[src/hw/rtl/chained_hash_map_assert.svh]
// Assertion macros for the chained hash map RTL.
// Included by modules that carry concurrent checks; no other dependencies.
`ifndef CHAINED_HASH_MAP_ASSERT_SVH
`define CHAINED_HASH_MAP_ASSERT_SVH
`ifndef SYNTHESIS
`define CHM_ASSERT(label, clk, rst_n, prop, msg) \
  label: assert property (@(posedge clk) disable iff (!rst_n) (prop)) else $error(msg);
`define CHM_ASSERT_RST(label, clk, prop, msg) \
  label: assert property (@(posedge clk) (prop)) else $error(msg);
`else
`define CHM_ASSERT(label, clk, rst_n, prop, msg)
`define CHM_ASSERT_RST(label, clk, prop, msg)
`endif
`endif

[src/hw/rtl/chm_pkg.sv]
// Shared types and constants for the chained hash map.
// No dependencies.
`default_nettype none
package chm_pkg;
  localparam int unsigned Buckets = 256;
  localparam int unsigned PoolEntries = 512;
  localparam int unsigned BktW = $clog2(Buckets);
  localparam int unsigned IdxW = $clog2(PoolEntries);
  localparam int unsigned LnkW = IdxW + 1;
  localparam int unsigned CntW = $clog2(PoolEntries + 1);

  localparam logic [1:0] CmdSet = 2'd0;
  localparam logic [1:0] CmdGet = 2'd1;
  localparam logic [1:0] CmdDel = 2'd2;
  localparam logic [1:0] CmdRsvd = 2'd3;
  localparam logic [1:0] StOk = 2'd0;
  localparam logic [1:0] StMissing = 2'd1;
  localparam logic [1:0] StFull = 2'd2;
  localparam logic [1:0] StRsvd = 2'd3;

  typedef struct packed {
    logic [1:0] command;
    logic signed [31:0] key;
    logic [31:0] new_value;
  } req_t;

  typedef struct packed {
    logic [1:0] status;
    logic [31:0] read_value;
  } rsp_t;

  // controller to datapath
  typedef struct packed {
    logic load;      // capture request, start head read
    logic read_ent;  // read the entry at cur
    logic step;      // advance cur to link
    logic rd_free;   // read top free slot
    logic wr_val;    // overwrite value of hit
    logic ins_ent;   // write new entry
    logic ins_link;  // link new entry behind last or at head
    logic unlink;    // unlink hit
    logic push_free; // return hit to pool
  } cmd_t;

  // datapath to controller
  typedef struct packed {
    logic [1:0] command;
    logic cur_valid; // cur is an entry
    logic key_match;
    logic walk_done; // step limit reached
    logic pool_full;
    logic cnt_nz;
  } sts_t;
endpackage
`default_nettype wire

[src/hw/rtl/chm_ctrl.sv]
// Controller of the chained hash map: sequences the chain walk and updates.
// Depends on chm_pkg and chained_hash_map_assert.svh.
`default_nettype none
`include "chained_hash_map_assert.svh"
module chm_ctrl (
  input  wire logic           clk_i,
  input  wire logic           rst_ni,
  input  wire logic           in_valid_i,
  output logic                in_stall_o,
  output logic                out_valid_o,
  input  wire logic           out_stall_i,
  input  wire chm_pkg::sts_t  sts_i,
  input  wire logic [31:0]    value_i,
  output chm_pkg::cmd_t       cmd_o,
  output chm_pkg::rsp_t       rsp_o
);
  localparam logic [2:0] SIdle  = 3'd0;
  localparam logic [2:0] SRead  = 3'd1;
  localparam logic [2:0] SCmp   = 3'd2;
  localparam logic [2:0] SFree  = 3'd3;
  localparam logic [2:0] SIns   = 3'd4;
  localparam logic [2:0] SLink  = 3'd5;
  localparam logic [2:0] SResp  = 3'd6;

  logic [2:0] state_q, state_d;
  chm_pkg::rsp_t rsp_q, rsp_d;
  logic vld_q, vld_d;
  logic in_fire;

  assign in_fire = in_valid_i && !in_stall_o;
  assign in_stall_o = (state_q != SIdle) || vld_q;

  always_comb begin
    state_d = state_q;
    rsp_d = rsp_q;
    vld_d = vld_q && out_stall_i;
    cmd_o = '0;
    case (state_q)
      SIdle: begin
        if (in_fire) begin
          cmd_o.load = 1'b1;
          state_d = SRead;
        end
      end
      SRead: begin
        // read entry at cur, or finish the walk without a hit
        if (sts_i.cur_valid) begin
          cmd_o.read_ent = 1'b1;
          state_d = SCmp;
        end else if (sts_i.command == chm_pkg::CmdSet && !sts_i.pool_full) begin
          cmd_o.rd_free = 1'b1;
          state_d = SIns;
        end else begin
          rsp_d.status = (sts_i.command == chm_pkg::CmdSet) ? chm_pkg::StFull
                                                            : chm_pkg::StMissing;
          rsp_d.read_value = '0;
          state_d = SResp;
        end
      end
      SCmp: begin
        if (sts_i.key_match && sts_i.command != chm_pkg::CmdRsvd) begin
          rsp_d.status = chm_pkg::StOk;
          rsp_d.read_value = (sts_i.command == chm_pkg::CmdGet) ? value_i : '0;
          cmd_o.wr_val = sts_i.command == chm_pkg::CmdSet;
          cmd_o.unlink = sts_i.command == chm_pkg::CmdDel;
          cmd_o.push_free = (sts_i.command == chm_pkg::CmdDel) && sts_i.cnt_nz;
          state_d = SResp;
        end else begin
          cmd_o.step = 1'b1;
          state_d = SRead;
        end
      end
      SIns: begin
        cmd_o.ins_ent = 1'b1;
        state_d = SLink;
      end
      SLink: begin
        cmd_o.ins_link = 1'b1;
        rsp_d.status = chm_pkg::StOk;
        rsp_d.read_value = '0;
        state_d = SResp;
      end
      SResp: begin
        vld_d = 1'b1;
        state_d = SIdle;
      end
      default: state_d = SIdle;
    endcase
  end

  always_ff @(posedge clk_i or negedge rst_ni) begin
    if (!rst_ni) begin
      state_q <= SIdle;
      vld_q <= 1'b0;
    end else begin
      state_q <= state_d;
      vld_q <= vld_d;
    end
  end

  always_ff @(posedge clk_i) begin
    rsp_q <= rsp_d;
  end

  assign out_valid_o = vld_q;
  assign rsp_o = rsp_q;

  `CHM_ASSERT(a_no_accept_busy, clk_i, rst_ni, in_fire |-> state_q == SIdle && !vld_q, "accept while busy")
  `CHM_ASSERT(a_one_word, clk_i, rst_ni, (state_q == SResp) |=> out_valid_o, "result word lost")
  `CHM_ASSERT(a_status_range, clk_i, rst_ni, out_valid_o |-> rsp_o.status != chm_pkg::StRsvd, "bad status")
endmodule
`default_nettype wire

[config.mk]
export PLATFORM = sky130hd
export DESIGN_NAME = chm_ctrl
export DESIGN_NICKNAME = d
export VERILOG_FILES = /design/src/hw/rtl/chm_pkg.sv /design/src/hw/rtl/chm_ctrl.sv
export VERILOG_INCLUDE_DIRS = /design/src /design/src/hw/rtl
export SDC_FILE = /design/constraint.sdc
export NUM_CORES = 1
export LEC_CHECK = 0
export ABC_CLOCK_PERIOD_IN_PS = 3100
export BUFFER_PORTS_ARGS = -buffer_cell sky130_fd_sc_hd__buf_2
export CORE_AREA = 4 4 88 57
export CTS_CLUSTER_SIZE = 12
export DETAILED_ROUTE_END_ITERATION = 16
export DIE_AREA = 0 0 92 61
export PLACE_DENSITY = 0.75
export SLEW_MARGIN = 15
export SYNTH_ARGS = -nofsm -noshare
export SYNTH_HDL_FRONTEND = slang
export SYNTH_SLANG_ARGS = --single-unit
[constraint.sdc]
create_clock -name clk_i -period 3.1 [get_ports clk_i]
set_clock_uncertainty 0.05 [all_clocks]
set_input_delay 0.155 -clock clk_i [delete_from_list [all_inputs] [get_ports clk_i]]
set_output_delay 0.155 -clock clk_i [all_outputs]
set_load 0.05 [all_outputs]
## Word-level counts from Yosys, hierarchy flattened

Index checks and enable logic that the tools add are counted.

- Eq/ne operators: 12
- Reduce and logical (&&, ||, !) cells: 13
- Mux-type cells: 27

Operators with widths:

| operator | count |
|---|---|
| two-way mux 34 bit | 3 |
| one-hot mux 34 bit (3 select lines) | 1 |
| two-way mux 32 bit | 1 |
| one-hot mux 3 bit (5 select lines) | 1 |
| two-way mux 1 bit | 14 |
| != test 2 bit, second input constant | 5 |
| equality test 3 bit, second input constant | 3 |
| two-way mux 3 bit | 3 |
| two-way mux 2 bit | 4 |
| nonzero test 3 bit | 2 |
| logical AND 1 bit | 5 |
| AND reduction 4 bit | 1 |
| equality test 3 x 1 -> 1 bit, second input constant | 1 |
| equality test 3 x 2 -> 1 bit, second input constant | 1 |
| zero test 3 bit | 1 |
| equality test 2 x 1 -> 1 bit, second input constant | 1 |
| equality test 2 bit, second input constant | 1 |
| zero test 1 bit | 2 |
| zero test 2 bit | 1 |
| logical OR 1 bit | 1 |

- Logic and storage cells: 56
- Bits of input ports: 43
- Output and inout port bits: 45
- Bits in registers: 38

## Depth between registers and ports, before layout

Gate-level depths: netlist of run 1.

- Word-level depth: 6
- Gate-level depth with buffers: 5
- Mapped depth without buffers: 3

## Least setup slack after synthesis of run 1

No wires, ideal clock.

- Path type: flip-flop to flip-flop
- Start point: register state_q[2]
- End point: register rsp_q, in the netlist rsp_o[0], enable pin
- Cell stages (with the launch flop): 5
- Arrival time: 2.818 ns
- Path slack: -0.209 ns
- Setup time: 0.440 ns
- Required time: 2.610 ns
- Cell sequence: dfrtp_1 > buf_2 > or3b_4 > nand2b_1 > a22oi_1

- Longest elaborated chain between the ends: 3
- Elaborated cells on any way between the ends: 8
- Those cells by class: 6 x eq/ne; 2 x reduce/logical

Ends and longest elaborated chain:

| what | RTL line | text |
|---|---|---|
| start, declared | chm_ctrl.sv:25 | `logic [2:0] state_q, state_d;` |
| start signal, assigned | chm_ctrl.sv:93 | `state_q <= SIdle;` |
| start signal, assigned | chm_ctrl.sv:96 | `state_q <= state_d;` |
| equality test 3 x 2 -> 1 bit, or another cell as far along | chm_ctrl.sv:38 | `case (state_q)` |
| != test 2 bit (no line) / nonzero test 3 bit (equally long branches) | - |  |
| AND reduction 4 bit (no line) (*) | - |  |
| end signal, assigned | chm_ctrl.sv:102 | `rsp_q <= rsp_d;` |
| end, declared | chm_ctrl.sv:26 | `chm_pkg::rsp_t rsp_q, rsp_d;` |

Every way passes the cells marked *; elsewhere a longest branch is shown, timed or not.
A chain may end at the register's enable or synchronous reset.

==> impl_metrics.yaml, run 1 <==
run_status:
  status: "finished, final reports clean"
timing:
  setup_viol_count_final: 0
  hold_violations: 0
  hold_slack_ps: 58.8
  drv_slew: 0
  setup_slack_ps: 988
  fmax_ghz: 0.474
  post-route-min-period_ps: 2110
  rsz0062_at_grt: "false"
  timing.setup.tns_ps: 0
  relSlewSlack: 0.429
  tightestPinTransition_ps: 856
  post-route-period-util: 0.681
worst_setup_path:
  slowest_delay_ps: 740
  reg2regPathDepth: 3
  cp-start-kind: "register"
  crit_path_cell_trace: "or3b_4, nor3b_4, and2_2"
  critPathSlowestCell: "nor3b_4"
  crit-reg2reg-launch: "state_q[2]"
  startpoint: "state_q[2]"
  path_max_fanout: 32
  rrSetupSlack_ps: 990
  r2r-end: "rsp_o[1]"
  cp.arrival_ps: 2210
  timing_worst_setup_path_type: "reg2reg"
  endpoint_kind: "register"
  worst_ep_required_time_ps: 3200
grt:
  grt_pass1_wl_um: 5260
  grt_antenna_before_repair: 0
  grt.overflow.total: 0
  grt_max_degree: 33
  grt_pass1_vias: 1148
  grt_usage: 0.125
place:
  dp_worst_setup_slack_ps: 965
  gp_congestion: 0.829
  place.port_buffers: 86
  dp_hpwl_um: 2630
yosys:
  synth_area_leader_cell: "edfxtp_1"
  syn-num-nets: 153
  synthSimpleGateAreaFrac: 0.226
  synth_top_family_by_area: "simple AND/OR/NAND/NOR gates"
  synthAdderAreaFrac: 0
  synth-xor-area-share: 0
  yosys_register_bits: 38
  synth.yosys.seq_area_share: 0.712
  yosysWarnings: 0
  synth_area_um2: 1570
  synth.top_cell.area_share: 0.649
  syn-instance-count: 110
  synth_compound_area_frac: 0.0397
  syn_area_per_cell_um2: 14.3
  synth_area_leaders: "edfxtp_1 (65%), and2_1 (7.2%), and2_2 (7.2%)"
  synthMuxAreaShare: 0
  synth.distinct_cells: 24
cts:
  clock-sinks: 38
  numCtsBuffers: 5
  cts_buffer_depth: 2
  cts_resized: 0
  insertion_delay_ps: 270
  cts_tree: "done"
  cts-root-buf: "clkbuf_8"
  path_clk_slew_ps: 70
  cts_max_level: 2
power_and_ir_drop:
  p_int_mw: 1.17
  power_frac_comb: 0.488
  p_switching_mw: 1.11
  power_density_nw_per_um2: 1050
  switching_share: 0.487
  p_clk_frac: 0.135
  pwr-share-seq: 0.377
  leakagePower_nw: 1.00
  vdd_drop_max_v: 0.000453
routing:
  met3_length_um: 315
  wl_met1_um: 1460
  avgRoutedWirePerCell_um: 12.4
  highest_layer: "met3"
  wl_met2_um: 1490
  dr.pass1.iters: 4
  drt_wl_total_um: 3270
  vias: 1128
  vias_per_cell: 4.29
  drt-initial-drc-count: 49
  drc_errors: 0
  postRouteAntennaNets: 0
worst_hold_path:
  hold_class: "in2reg"
  holdPathStages: 2
  hold_start: "out_stall_i"
  holdPathEnd: "out_valid_o"
cells_and_area:
  drive_gt1_frac: 0.557
  diodes: 0
  multi_input_area_um2: 423
  fin_nets: 245
  area_growth_syn_to_layout_pct: 37.9
  fillers: 388
  seq_area_um2: 1120
flow_run:
  drv_cap: 0
floorplanning:
  die_y_um: 61
  design.die.area_um2: 5610
  rows: 18
  fp.coreArea_um2: 4100
  initial_utilization: 0.384
  die_w_um: 92
  io-pin-count: 88
==> timing repair <==
item | in CTS | in global routing
endpoints found under the hold margin | 4 | 0
setup buffers | 0 | 0
hold buffers | 1 | 0
==> area by class of cell <==
| type | instances | area share |
|---|---|---|
| Multi-Input combinational cell | 64 | 0.195 |
| Tap cell | 60 | 0.0346 |
| Timing Repair Buffer | 89 | 0.210 |
| Clock inverter | 2 | 0.00403 |
| Inverter | 4 | 0.00692 |
| Sequential cell | 38 | 0.516 |
| Clock buffer | 6 | 0.0334 |
==> cell usage in the layout, fill, tap and decap left out <==
master         instances
o21ai_0                4
nor3b_1                1
a22oi_2                1
a21boi_0               1
nor4_1                 1
clkinv_2               1
clkbuf_1               1
clkbuf_8               5
a32o_1                 1
nand2_1                1
a21oi_1                2
nand2b_1               3
o21a_1                 1
nor3_1                 3
and2_2                15
nor3b_4                1
or3b_4                 1
or2_2                  1
dlygate4sd3_1          1
or4_1                  1
inv_1                  4
clkinv_1               1
buf_4                  2
and2_1                18
nor2_1                 6
dfrtp_1                4
edfxtp_1              34
buf_2                 86
nor2b_1                2
==> power by group through the flow <==
stage	clock [mW]	combinational [mW]	sequential [mW]
final	0.308	1.12	0.863
after global routing	0.350	1.18	0.882
after CTS	0.320	1.13	0.864
after detailed placement	0	1.13	0.872
after global placement	0	1.12	0.869
after floorplan	0	0.322	1.42
==> cell families (layout without fill, tap and decap cells) <==
kind of cell           count (synthesis)  in the layout
DFF                                   38             38
buffers and inverters                  8            101
AOI/OAI and AO/OA                     10             10
and+or+nand+nor                       54             54
==> per-layer routing <==
layer,vias up,GRT usage
met1,512,0.154
met4,0,0.0444
met3,0,0.0595
li1,566,-
met2,50,0.196
met5,-,0
==> per-stage QoR <==
step           cell area [um^2]   util  total power, mW  cells
2_1_floorplan              1580      -             1.74    110
3_3_place_gp               2080  0.507             1.99    254
3_5_place_dp               2080  0.507             2.00    254
4_1_cts                    2170  0.530             2.31    263
5_1_grt                    2170  0.530             2.41    263
6_report                   2170  0.530             2.29    263
==> worst max path at each step <==
stage / to / slack, ps / depth (start not counted)
after floorplan: cmd_o[0] / 300 / 4
after global placement: rsp_o[26] / 990 / 3
after detailed placement: rsp_o[1] / 970 / 3
after CTS: rsp_o[10] / 960 / 3
after global routing: rsp_o[10] / 720 / 3
final: rsp_o[1] / 990 / 3
==> critical path, delay by kind of cell, from the launching register on <==
kind / cells / cell delay, ps
flip-flops: 1 / 470
AND/OR/NAND/NOR: 3 / 1460
==> cell usage after synthesis (all sizes together) <==
library cell / instances
a21boi: 1
a21oi: 2
a22oi: 1
a32o: 1
and2: 33
buf: 1
clkbuf: 3
dfrtp: 4
edfxtp: 34
inv: 4
nand2: 1
nand2b: 3
nor2: 6
nor2b: 2
nor3: 3
nor3b: 2
nor4: 1
o21a: 1
o21ai: 4
or2: 1
or3b: 1
or4: 1
==> sequential cells by signal (all words and copies together), names as in the netlist <==
signal / flops
out_valid_o: 1
rsp_o: 34
state_q: 3
(Power assumes the default switching activity.)
==> run 2, diff against run 1 <==
- ABC_AREA: default -> 1
- ABC_CLOCK_PERIOD_IN_PS: 3100 -> 2000
- CORE_AREA: 4 4 88 57 -> 4 4 84 55
- DIE_AREA: 0 0 92 61 -> 0 0 88 59
- PLACE_DENSITY: 0.75 -> 0.8
- clock period: 3.1 -> 2 ns (I/O delays scaled with it)
==> run 2 against run 1 <==
- synthesized cell count grew 47%
- core utilization grew 5.2 points
- combinational power grew 94%
- die area shrank 7.5%
- global-route usage grew 0.71 points
- sequential power grew 61%
- via count grew 22%
- sequential share of layout area shrank 2.2 points
- worst setup slack lost 740 ps
- critical path depth grew 3
- power grew 83%
- critical path type is now reg2out
- critical endpoint is now cmd_o[4]
==> impl_metrics.yaml, run 2 <==
power_and_ir_drop:
  vdd_drop_max_v: 0.00101
  leakagePower_nw: 1.06
  power_density_nw_per_um2: 1850
grt:
  grt_usage: 0.132
  grt.met2_usage: 0.205
  grt_pass1_wl_um: 5210
  grt_use_met3: 0.0597
  grt.overflow.total: 0
  grt_pass1_vias: 1192
  met1_usage: 0.173
  top_usage_layer: "met2"
  grt_antenna_before_repair: 0
  grt_max_degree: 31
routing:
  drt-initial-drc-count: 51
  drt_wl_total_um: 3520
  vias_per_cell: 4.50
  postRouteAntennaNets: 0
  vias: 1372
  dr.pass1.iters: 4
  avgRoutedWirePerCell_um: 11.5
  drc_errors: 0
floorplanning:
  rows: 18
  io-pin-count: 88
  design.die.area_um2: 5190
  initial_utilization: 0.420
  die_y_um: 59
  fp.coreArea_um2: 3900
  die_w_um: 88
worst_setup_path:
  slowest_delay_ps: 420
  worst-path-buf-inv: 2
  critPathSlowestCell: "dfrtp_1"
  rrSetupSlack_ps: 250
  path_delay_family: "simple AND/OR/NAND/NOR gates"
  crit_path_cell_trace: "nor2_2, nand2_2, nor2_1, inv_1, nor2_1, buf_2"
  crit-reg2reg-launch: "state_q[0]"
  endpoint_kind: "output pin"
  path_max_fanout: 5
  crit_top_cell: "nor2_1"
  timing_worst_setup_path_type: "reg2out"
  worst_ep_required_time_ps: 1850
  cp.arrival_ps: 1600
  r2r-end: "rsp_o[17]"
  cp-start-kind: "register"
  reg2regPathDepth: 6
place:
  place_inst: 295
  place.port_buffers: 86
  dpl_cell_area_um2: 2140
  gp_congestion: 0.817
  dp_worst_setup_slack_ps: 233
  dp_hpwl_um: 2650
yosys:
  syn-num-nets: 205
  synth_area_leader_cell: "edfxtp_1"
  synth.top_cell.area_share: 0.623
  syn_area_per_cell_um2: 10.1
  synth_flop_cell: "edfxtp_1"
  postSynth.asyncResetShare: 0.105
  syn-instance-count: 162
  yosys_register_bits: 38
  synth.yosys.seq_area_share: 0.684
  synth.distinct_cells: 15
  yosysWarnings: 0
  synth_area_um2: 1640
  synth_edf_count: 34
  synth_commonest_cells: "nand2_1 (45), nor2_1 (44), edfxtp_1 (34)"
  synth_area_leaders: "edfxtp_1 (62%), nand2_1 (10%), nor2_1 (10%)"
  post-synth-top-count-cell: "nand2_1"
timing:
  fmax_ghz: 0.571
  setup_viol_count_final: 0
  tightestPinTransition_ps: 513
  post-route-min-period_ps: 1750
  timing.setup.tns_ps: 0
  relSlewSlack: 0.657
  rsz0062_at_grt: "false"
  hold_violations: 0
  setup_slack_ps: 249
  drv_slew: 0
  post-route-period-util: 0.875
cells_and_area:
  drive_gt1_frac: 0.396
  fin_nets: 297
  fin_area_um2: 2270
  final_common_cell: "buf_2"
  layout_common_cells: "buf_2 (86), nand2_1 (45), nor2_1 (43)"
  area_growth_syn_to_layout_pct: 38.3
  fin_util: 0.582
  largest_reg_flops: 34
  finalNonFillerCells: 305
  diodes: 0
cts:
  cts-root-buf: "clkbuf_8"
  cts_max_level: 2
  path_clk_slew_ps: 70
  cts_tree: "done"
  numCtsBuffers: 5
  insertion_delay_ps: 270
  clock-sinks: 38
  cts_buffer_depth: 2
worst_hold_path:
  hold_class: "in2reg"
  holdPathEnd: "rsp_o[10]"
  holdPathStages: 3
  hold_start: "value_i[10]"
flow_run:
  drv_cap: 0
run_status:
  status: "finished, final reports clean"
run 2: changes by cell type after synthesis, moves of 5 or more:
cell | before | now
inv_1 | 4 | 16
nand2_1 | 1 | 45
nand3_1 | 0 | 5
nor2_1 | 6 | 44
and2_2 | 15 | 0
and2_1 | 18 | 0
run 2: worst max path at each step:
stage               slack [ps]       start  depth (start not counted)         to
floorplan                   90  state_q[1]                          5   cmd_o[8]
global placement           290  state_q[0]                          6  rsp_o[22]
detailed placement         230  state_q[0]                          6  rsp_o[22]
CTS                        220  state_q[0]                          6   cmd_o[4]
global route                40  state_q[0]                          6   cmd_o[4]
finish                     250  state_q[0]                          6   cmd_o[4]
run 2: worst reg2reg max path: stages, from the launching register on:
cell     delay (ps)
dfrtp_1         420
nor2_2          150
nand2_2         100
nor2_1          190
nor2_1          100
nor2_4          230
buf_4           220
run 2: kinds of logic (layout without fill, tap and decap cells):
group | Yosys count | in the layout | synth area share
compound gates | 3 | 3 | 0.0107
simple gates | 98 | 98 | 0.236
buf+inv | 23 | 116 | 0.0687
flops | 38 | 38 | 0.684
run 2: layout make-up:
| cell class | count | area [um^2] |
|---|---|---|
| Clock buffer | 5 | 68.8 |
| Clock inverter | 3 | 40.0 |
| Fill cell | 347 | 1630 |
| Inverter | 17 | 63.8 |
| Multi-Input combinational cell | 101 | 412 |
| Sequential cell | 38 | 1120 |
| Tap cell | 50 | 62.6 |
| Timing Repair Buffer | 91 | 498 |
run 2: per-stage QoR:
| step | power [mW] | hold slack [ps] |
|---|---|---|
| finish | 4.18 | 66.7 |
| global route | 4.41 | 58.0 |
| CTS | 4.23 | 61.4 |
| detailed placement | 3.60 | -140 |
| global placement | 3.57 | -139 |
| floorplan | 3.10 | -246 |
run 2: power breakdown:
group / internal (mW) / total, mW / switching, mW
Sequential: 1.29 / 1.39 / 0.105
Clock: 0.367 / 0.620 / 0.253
Combinational: 0.426 / 2.17 / 1.74
Total: 2.08 / 4.18 / 2.10
run 2: metal layers:
layer,part of all wire,up-vias
met5,0,-
met4,0.0023,0
met3,0.13,2
met2,0.43,66
met1,0.43,606
li1,-,698
run 2: repair_timing:
item | in CTS | in global routing
setup buffers | 0 | 0
resized for setup | 0 | 0
endpoints found under the hold margin | 5 | 0
hold buffers | 2 | 0
==> run 3, diff against run 2 <==
--- a/config.mk
+++ b/config.mk
@@ -10,9 +10,9 @@
 export ABC_CLOCK_PERIOD_IN_PS = 2000
 export BUFFER_PORTS_ARGS = -buffer_cell sky130_fd_sc_hd__buf_2
-export CORE_AREA = 4 4 84 55
+export CORE_AREA = 4 4 101 65
 export CTS_CLUSTER_SIZE = 12
 export DETAILED_ROUTE_END_ITERATION = 16
-export DIE_AREA = 0 0 88 59
-export PLACE_DENSITY = 0.8
+export DIE_AREA = 0 0 105 69
+export PLACE_DENSITY = 0.59
 export SLEW_MARGIN = 15
 export SYNTH_ARGS = -nofsm -noshare
--- a/constraint.sdc
+++ b/constraint.sdc
@@ -3,3 +3,3 @@
 set_input_delay 0.1 -clock clk_i [delete_from_list [all_inputs] [get_ports clk_i]]
 set_output_delay 0.1 -clock clk_i [all_outputs]
-set_load 0.05 [all_outputs]
+set_load 0.005 [all_outputs]
==> run 3 against run 2 <==
- count of clock-buffer cells in the layout is the same
- largest cell class unchanged
- cell count up 6.2%
- sequential power is essentially flat
- routed wire length up 13%
- global-route usage decreased by 2.1 points
- flip-flop and latch count unchanged
==> impl_metrics.yaml, run 3 (synthesized netlist as in run 2, its figures left out) <==
cts:
  cts_max_level: 2
  cts_tree: "done"
  numCtsBuffers: 5
  cts-root-buf: "clkbuf_8"
  insertion_delay_ps: 280
  cts_resized: 0
  clock-sinks: 38
  path_clk_slew_ps: 70
  postCtsHoldBufs: 2
  cts_buffer_depth: 2
  cts_setup_buffers: 0
cells_and_area:
  diodes: 0
  fin_util: 0.406
  largest_reg_flops: 34
  area_growth_syn_to_layout_pct: 36.9
  fin_nets: 298
  fillers: 580
  layout_common_cells: "buf_2 (86), nand2_1 (45), nor2_1 (43)"
  final_common_cell: "buf_2"
  drive_gt1_frac: 0.396
worst_setup_path:
  path_max_fanout: 18
  cp.arrival_ps: 1610
  startpoint: "state_q[0]"
  endpoint_kind: "register"
  crit-reg2reg-launch: "state_q[0]"
  worst_ep_required_time_ps: 1920
  cp-start-kind: "register"
  timing_worst_setup_path_type: "reg2reg"
floorplanning:
  io-pin-count: 88
  design.die.area_um2: 7250
  rows: 21
  fp.coreArea_um2: 5520
  initial_utilization: 0.297
  die_y_um: 69
  die_w_um: 105
grt:
  grt_antenna_before_repair: 0
  grt_usage: 0.111
  grt_pass1_vias: 1301
  grt.overflow.total: 0
  grt_max_degree: 31
  grt_pass1_wl_um: 6460
timing:
  rsz0062_at_grt: "false"
  tightestPinTransition_ps: 486
  timing.setup.tns_ps: 0
  hold_violations: 0
  post-route-period-util: 0.847
  hold_slack_ps: 67.5
  post-route-min-period_ps: 1690
  drv_slew: 0
  fmax_ghz: 0.590
  setup_viol_count_final: 0
  setup_slack_ps: 306
  relSlewSlack: 0.676
routing:
  vias_per_cell: 4.19
  dr.pass1.iters: 4
  vias: 1356
  drc_errors: 0
  drt-initial-drc-count: 94
  avgRoutedWirePerCell_um: 12.3
  drt_wl_total_um: 3980
  postRouteAntennaNets: 0
worst_hold_path:
  hold_class: "in2reg"
  hold_start: "value_i[10]"
power_and_ir_drop:
  leakagePower_nw: 1.04
  vdd_drop_max_v: 0.000475
  total_power_mw: 2.87
  power_density_nw_per_um2: 1280
place:
  dp_hpwl_um: 3030
  dp_worst_setup_slack_ps: 297
  gp_congestion: 0.765
  place.port_buffers: 86
flow_run:
  drv_cap: 0
run_status:
  status: "finished, final reports clean"
run 3: path summary, 6_finish.rpt:
path | depth (start not counted) | slack, ps | to
min in group asynchronous | 2 | 90 | state_q[2]
worst max register to register | 6 | 310 | rsp_o[23]
worst min register to register | 1 | 480 | out_valid_o
worst min-delay path | 3 | 70 | rsp_o[10]
worst max-delay path | 6 | 310 | rsp_o[23]
max in group asynchronous | 2 | 1690 | state_q[1]
run 3: power by group:
group          total (mW)  leakage [nW]  internal, mW  switching [mW]
Combinational       0.981         0.622         0.383           0.598
Sequential           1.40         0.379          1.29           0.109
Clock               0.490        0.0438         0.234           0.256
run 3: layout make-up:
cell class / count / area (um^2) / area share
clock buffers: 5 / 68.8 / 0.0307
clock inverters: 2 / 10.0 / 0.00446
inverters: 17 / 63.8 / 0.0285
multi-input cells: 101 / 412 / 0.184
flip-flops and latches: 38 / 1120 / 0.500
well taps: 69 / 86.3 / 0.0385
repair buffers: 92 / 480 / 0.214
run 3: critical path: stages (launching register included):
cell     delay (ps)
dfrtp_1         420
nor2_2          150
nand2_2         100
nor2_1          200
nor2_1          100
nor2_4           90
buf_4           260
run 3: metrics by stage:
stage          instance area (um^2)  std cells
2_1_floorplan                  1650        162
3_3_place_gp                   2140        315
3_5_place_dp                   2140        315
4_1_cts                        2240        324
5_1_grt                        2240        324
6_report                       2240        324
run 3: metal layers:
metal | vias to the layer above | part of all wire | routed length, um | global-route usage
met5 | - | 0 | 0 | 0
met2 | 68 | 0.40 | 1580 | 0.156
met3 | 5 | 0.11 | 433 | 0.0457
met4 | 0 | 0.0060 | 24 | 0.0306
li1 | 696 | - | - | -
met1 | 587 | 0.49 | 1940 | 0.157
